### src/hw/rtl/isort_pkg.sv
// ----------------------------------------------------------------------------
// isort_pkg: shared types and constants of the insertion sorter
// Data width, store depth, beat structs and per-cell control.
// ----------------------------------------------------------------------------
package isort_pkg;

   localparam int DEPTH      = 16;
   localparam int DATA_WIDTH = 32;

   typedef struct packed {
      logic signed [DATA_WIDTH-1:0] value;
      logic                         set_end;
   } req_type;

   typedef struct packed {
      logic signed [DATA_WIDTH-1:0] sorted_value;
      logic                         run_end;
      logic                         overflow;
   } rsp_type;

   // control broadcast to every cell
   typedef struct packed {
      logic insert;  // place new value this cycle
      logic drain;   // shift everything one cell towards the head
   } cell_ctrl_type;

   // what a cell shows to its neighbours
   typedef struct packed {
      logic signed [DATA_WIDTH-1:0] value;
      logic                         valid;
      logic                         lt;     // new value sorts before this entry
   } cell_link_type;

   typedef enum logic [1:0] {
      ST_FILL  = 2'b01,
      ST_DRAIN = 2'b10
   } state_type;

endpackage

### src/hw/rtl/isort_cell.sv
// ----------------------------------------------------------------------------
// isort_cell: one entry of the systolic sorting chain
// Holds one value; on insert it keeps, takes the new value or takes the
// left neighbour's; on drain it takes the right neighbour's.
// ----------------------------------------------------------------------------
module isort_cell import isort_pkg::*; (
   input  logic                          clock,
   input  logic                          reset,
   input  cell_ctrl_type                 ctrl,
   input  logic signed [DATA_WIDTH-1:0]  new_value,
   input  cell_link_type                 prev_link,
   input  cell_link_type                 next_link,
   output cell_link_type                 link
);

   logic signed [DATA_WIDTH-1:0] value_ff, value_in;
   logic                         valid_ff, valid_in;
   logic                         lt;

   assign lt = valid_ff && (new_value < value_ff);

   always_comb begin
      value_in = value_ff;
      valid_in = valid_ff;
      priority if (ctrl.drain) begin
         value_in = next_link.value;
         valid_in = next_link.valid;
      end else if (ctrl.insert) begin
         valid_in = valid_ff || prev_link.valid;
         if (prev_link.lt) begin
            value_in = prev_link.value;
         end else if (lt || (!valid_ff && prev_link.valid)) begin
            value_in = new_value;
         end
      end
   end

   always_ff @(posedge clock) begin
      value_ff <= value_in;
      if (reset) begin
         valid_ff <= 1'b0;
      end else begin
         valid_ff <= valid_in;
      end
   end

   assign link.value = value_ff;
   assign link.valid = valid_ff;
   assign link.lt    = lt;

endmodule

### src/hw/rtl/insertion_sorter.sv
// ----------------------------------------------------------------------------
// insertion_sorter: streaming insertion sort over sets of signed values
// Systolic chain of DEPTH cells; sorted run is drained from the head.
// ----------------------------------------------------------------------------
// Usage: present one signed value per beat on req_data with start high; a
// beat is taken on any edge where start is high and busy is low. While a set
// is being filled busy stays low, so one value goes in every clock: every cell
// compares the new value in parallel and the chain opens a gap at the
// insertion point. Values beyond DEPTH are dropped and the whole run is then
// flagged with overflow. The beat carrying set_end is inserted first; from
// the next cycle busy stays high until all stored values (1..DEPTH) have
// left, and in each drain cycle rsp_strobe is high for one cycle with the
// next value in ascending order, taken from the head cell while the chain
// shifts one place. The receiver cannot stall: every strobed beat must be
// consumed in that cycle. run_end marks the last beat of the run; busy falls
// in the cycle after it, and a new set can start once it has fallen. Equal
// values leave in arrival order.
// ----------------------------------------------------------------------------
module insertion_sorter import isort_pkg::*; (
   input  logic    clock,
   input  logic    reset,
   input  logic    start,
   output logic    busy,
   input  req_type req_data,
   output logic    rsp_strobe,
   output rsp_type rsp_data
);

   state_type     state_ff, state_in;
   logic          dropped_ff, dropped_in;
   logic          accept;
   logic          full;
   logic          last_beat;
   cell_ctrl_type ctrl;
   cell_link_type links [DEPTH];

   // chain is full when its tail cell holds a value
   assign full   = links[DEPTH-1].valid;
   assign accept = start && !busy;

   assign ctrl.insert = accept && !full;
   assign ctrl.drain  = (state_ff == ST_DRAIN);

   // head cell is the only one left: this beat closes the run
   assign last_beat = ctrl.drain && !links[1].valid;

   // ---- the cell chain ----
   for (genvar i = 0; i < DEPTH; i++) begin : g_cell
      cell_link_type prev_link, next_link;

      if (i == 0) begin : g_head
         // virtual left neighbour: always occupied, never shifting
         assign prev_link.value = '0;
         assign prev_link.valid = 1'b1;
         assign prev_link.lt    = 1'b0;
      end else begin : g_body
         assign prev_link = links[i-1];
      end

      if (i == DEPTH-1) begin : g_tail
         // nothing to the right: drain shifts in an empty slot
         assign next_link.value = '0;
         assign next_link.valid = 1'b0;
         assign next_link.lt    = 1'b0;
      end else begin : g_mid
         assign next_link = links[i+1];
      end

      isort_cell u_cell (
         .clock     (clock),
         .reset     (reset),
         .ctrl      (ctrl),
         .new_value (req_data.value),
         .prev_link (prev_link),
         .next_link (next_link),
         .link      (links[i])
      );
   end

   // ---- sequencing: fill, then drain ----
   always_comb begin
      state_in   = state_ff;
      dropped_in = dropped_ff;
      unique case (state_ff)
         ST_FILL: begin
            if (accept) begin
               dropped_in = dropped_ff || full;  // set_end beat may drop too
               if (req_data.set_end) begin
                  state_in = ST_DRAIN;
               end
            end
         end
         ST_DRAIN: begin
            if (last_beat) begin
               state_in   = ST_FILL;
               dropped_in = 1'b0;
            end
         end
         default: begin
            state_in   = ST_FILL;
            dropped_in = 1'b0;
         end
      endcase
   end

   always_ff @(posedge clock) begin
      if (reset) begin
         state_ff   <= ST_FILL;
         dropped_ff <= 1'b0;
      end else begin
         state_ff   <= state_in;
         dropped_ff <= dropped_in;
      end
   end

   assign busy = (state_ff == ST_DRAIN);

   // result beats come straight from the head cell
   assign rsp_strobe            = ctrl.drain && links[0].valid;
   assign rsp_data.sorted_value = links[0].value;
   assign rsp_data.run_end      = last_beat;
   assign rsp_data.overflow     = dropped_ff;

`ifndef SYNTHESIS
   // a set_end beat always starts a drain
   a_end_starts_drain: assert property (@(posedge clock) disable iff (reset)
      (start && !busy && req_data.set_end) |=> busy)
      else $error("set_end beat did not start the drain");

   // during a drain the head never runs dry before run_end
   a_drain_no_gap: assert property (@(posedge clock) disable iff (reset)
      busy |-> rsp_strobe)
      else $error("drain cycle without a result beat");

   // the drain stops right after the final beat
   a_end_releases: assert property (@(posedge clock) disable iff (reset)
      (rsp_strobe && rsp_data.run_end) |=> !busy)
      else $error("busy held after the final beat");

   // the chain is never empty while draining
   a_head_valid: assert property (@(posedge clock) disable iff (reset)
      (busy && !rsp_data.run_end) |-> links[1].valid)
      else $error("chain emptied without run_end");
`endif

endmodule

### config.mk
export PLATFORM = sky130hd
export DESIGN_NAME = insertion_sorter
export DESIGN_NICKNAME = d
export VERILOG_FILES = /design/src/hw/rtl/isort_pkg.sv /design/src/hw/rtl/isort_cell.sv /design/src/hw/rtl/insertion_sorter.sv
export SDC_FILE = /design/constraint.sdc
export NUM_CORES = 2
export LEC_CHECK = 0
export ABC_AREA = 1
export BUFFER_PORTS_ARGS = -buffer_cell sky130_fd_sc_hd__buf_2
export CAP_MARGIN = 5
export CELL_PAD_IN_SITES_DETAIL_PLACEMENT = 1
export CELL_PAD_IN_SITES_GLOBAL_PLACEMENT = 1
export CORE_ASPECT_RATIO = 1.1
export CORE_MARGIN = 1
export CORE_UTILIZATION = 48
export DETAILED_ROUTE_END_ITERATION = 10
export GPL_ROUTABILITY_DRIVEN = 0
export GPL_TIMING_DRIVEN = 1
export PLACE_DENSITY = 0.81
export SLEW_MARGIN = 0
export SYNTH_ARGS = -nofsm -noshare
export SYNTH_HDL_FRONTEND = slang
export SYNTH_SLANG_ARGS = --single-unit
export TNS_END_PERCENT = 5
### constraint.sdc
create_clock -name clock -period 4.6 [get_ports clock]
set_input_delay 0.23 -clock clock [delete_from_list [all_inputs] [get_ports clock]]
set_output_delay 0.23 -clock clock [all_outputs]
set_load 0.02 [all_outputs]
==> metrics.txt <==
ys flop type=edfxtp_1; DR vias/cell=around 5.8; Final nets=between 5000 and 6000; power per cell area=around 300 mW/mm²; Setup crit start=g_cell[1].u_cell.value_ff[31]; antenna-violating nets left=0; setup_tns=0 ns; Hold Path Class=in -> reg; Synth Area per Inst=7.470 µm²; Seq/Total Area, Yosys=0.3716; largest family of logic cells by synthesized area=simple AND/OR/NAND/NOR gates; RSZ-0062 raised after global routing=false; Tmin final=around 3.6 ns; Required @ worst endpoint=roughly 4.9 ns; Area contributors post-synth=edfxtp_1 (35%), nand2_1 (17%), ha_1 (14%); Filler cells=about 11000; Initial Utilization=0.4875; Rel. slew slack=0.2309; Tot GR Track Use=0.3031; Ys Warns=0; num rows=approximately 110; Critical Path AT=~3.8 ns; routed wire length=133500 µm; hold path start=reset; Critical Path Sink=g_cell[1].u_cell.value_ff[1]; Post-CTS Repair Setup Buffers=0; drt drc=0; worst-case reg-to-reg path depth=13; slew at the pin closest to its max-slew limit=~1.2 ns; hold_ws=about 0.061 ns; Iter 0 DRT Violations=around 2400; Reg2Reg Launch Point=g_cell[1].u_cell.value_ff[31]; CTS Sinks=approximately 530; EDFF count, synth=480; core area=approximately 0.085 mm²; count leader, synth=nand2_1; kind of end point of the critical path=flop; vias in the first global route=just over 40000; outcome=complete, no violations; top-area cell type share of the netlist area=0.3470; largest net degree at the start of global routing=between 150 and 200; Post-Synthesis Cell Area=roughly 0.042 mm²; DP Area=approximately 0.042 mm²; Slew Viols, Final=0; CTS Buf Count=68; final worst-path cycle share=0.7719; Synth Area in Adders=0.1401; Synth Area in Compound Gates=0.05000; max capacitance violation total=0; Mapped Nets=slightly above 6000; Clock Skew=approximately 0.02 ns; Area Overhead vs Synth=7.440%; Synth cell types=35; CTS tree=done; Post-Synth XOR/XNOR Area=0; Max VDD drop=0.2287 mV; Multi-input gate area=0.02210 mm²; simple-gate share of the synthesized area=0.3406; Reg2Reg Setup Slack=1.05 ns; initial antenna violation count=0; chip height=about 310 µm; clk slew on worst S/H paths=0.06 ns; dominant cell type by area after synthesis=edfxtp_1; crit path max fanout=33; CP Class=reg -> reg; DIE WIDTH=282.5 µm; I/O Pins=72; CTS Buffer Depth=3; final instance area=roughly 0.045 mm²; root buf cell=clkbuf_16; H-Tree Depth=3; final hold vios=0; Pre-antenna DRT Iters=6; WL per Instance=about 20 µm; area of the die=approximately 0.088 mm²; Worst Slack Setup Final=1.049 ns; gr ovfl total=0; #FFs+latches synth=531; layout cells sized above 1=0.05532; DP Wirelength=between 90000 and 100000 µm; DR vias=approximately 39000; DP Worst Slack=just over 1 ns; ys async rst share=0; worst skew pair latency=between 0.6 and 0.7 ns; Cells after Synth=approximately 5600; Max Clk Rate=281.6 MHz; diodes inserted=0; register area=0.01543 mm²; kind of start point of the critical path=flop; Finish-stage setup viols=0; wire length of the first global-routing pass=~220000 µm; multiplexer share of the synthesized area=0; Leakage Power=~0.022 µW; synth cell count leaders=nand2_1 (1924), inv_1 (654), nand3_1 (518); RR Endpoint=g_cell[1].u_cell.value_ff[1]; Port Buf Inserts=approximately 70
-- flip-flops by register name, summed over array words and instances (netlist names) --
name and count:
dropped_ff 1, state_ff 2, g_cell.u_cell.valid_ff 16, g_cell.u_cell.value_ff 512
-- cell families (layout without fill, tap and decap cells) --
family,after synthesis,in the layout
AO/OA/AOI/OAI,386,386
adder cells (fa/ha/maj),465,465
buffers and inverters,1010,944
flip-flops,531,531
AND/OR/NAND/NOR,3169,3169
-- where the power goes --
group / total, µW / internal [µW] / leakage [µW] / switching (µW)
logic: 2340 / 699 / 0.0161 / 1640
registers: 5700 / 5570 / 0.00479 / 130
clock network: 5220 / 3020 / 0.00104 / 2200
total: 13300 / 9290 / 0.0219 / 3970
-- layout make-up --
type,instances,share of cell area
timing repair buffer,166,0.02433
multi-input combinational,4020,0.4951
clock buffer,91,0.04382
clock inverter,31,0.003561
tap,1140,0.03196
inverter,656,0.05534
sequential,531,0.3458
-- worst max-delay path, cell delays in order, from the launching register on --
cell and delay, ns:
edfxtp_1 0.36, inv_1 0.08, ha_1 0.35, nand2_1 0.10, nor4_1 0.54, and3_1 0.27, nand2_1 0.11, nand3_2 0.09
buf_4 0.36, nand3_2 0.14, nand2_1 0.11, nor2_1 0.10, nor2_4 0.08, buf_4 0.45
-- through the flow --
| stage | cells | total power, µW | utilization |
|---|---|---|---|
| final | 6635 | 13270 | 0.5238 |
| after global placement | 6511 | 7976 | 0.4988 |
| after CTS | 6635 | 13370 | 0.5238 |
| after global routing | 6635 | 13860 | 0.5238 |
| after detailed placement | 6511 | 8111 | 0.4988 |
| after floorplan | 5561 | 7343 | - |
-- placed cells by master (no fill, tap or decap), drive strengths merged --
cell type	Yosys	routed
a211oi	15	15
a21oi	217	217
o2111ai	1	1
dfxtp	51	51
o21ai	112	112
nor3	9	9
edfxtp	480	480
nand4	510	510
nand2	1936	1936
ha	465	465
nor4	15	15
clkbuf	160	91
o21a	9	9
dlygate4sd3	0	2
a21o	9	9
nor3b	5	5
bufinv	0	1
a31oi	1	1
buf	194	164
nand3	542	542
nor2	145	145
clkinvlp	0	1
nor4b	1	1
a221oi	2	2
inv	655	657
o21bai	6	6
o211ai	14	14
and3	4	4
nand3b	2	2
clkinv	1	28
-- worst min-delay path by stage --
stage,to,slack (ns),cells past startpoint
finish,g_cell[15].u_cell.valid_ff,0.06,2
global route,g_cell[15].u_cell.valid_ff,0.06,2
CTS,g_cell[15].u_cell.valid_ff,0.03,2
detailed placement,g_cell[15].u_cell.value_ff[8],0.46,2
global placement,g_cell[15].u_cell.value_ff[6],0.46,2
floorplan,dropped_ff,0.41,2
-- routing by layer --
| layer | global-route usage | up-vias | share of wire |
|---|---|---|---|
| met4 | 0.09263 | 0 | 0.025 |
| met1 | 0.3776 | 18861 | 0.43 |
| met3 | 0.03354 | 205 | 0.039 |
| li1 | - | 18581 | - |
| met2 | 0.5424 | 877 | 0.51 |
| met5 | 0 | - | 0 |
-- timing repair --
item,CTS,global route
hold buffers,2,0
resized for setup,0,0
hold endpoints to repair,3,0
No activity file was read; power rests on OpenSTA's default activity.
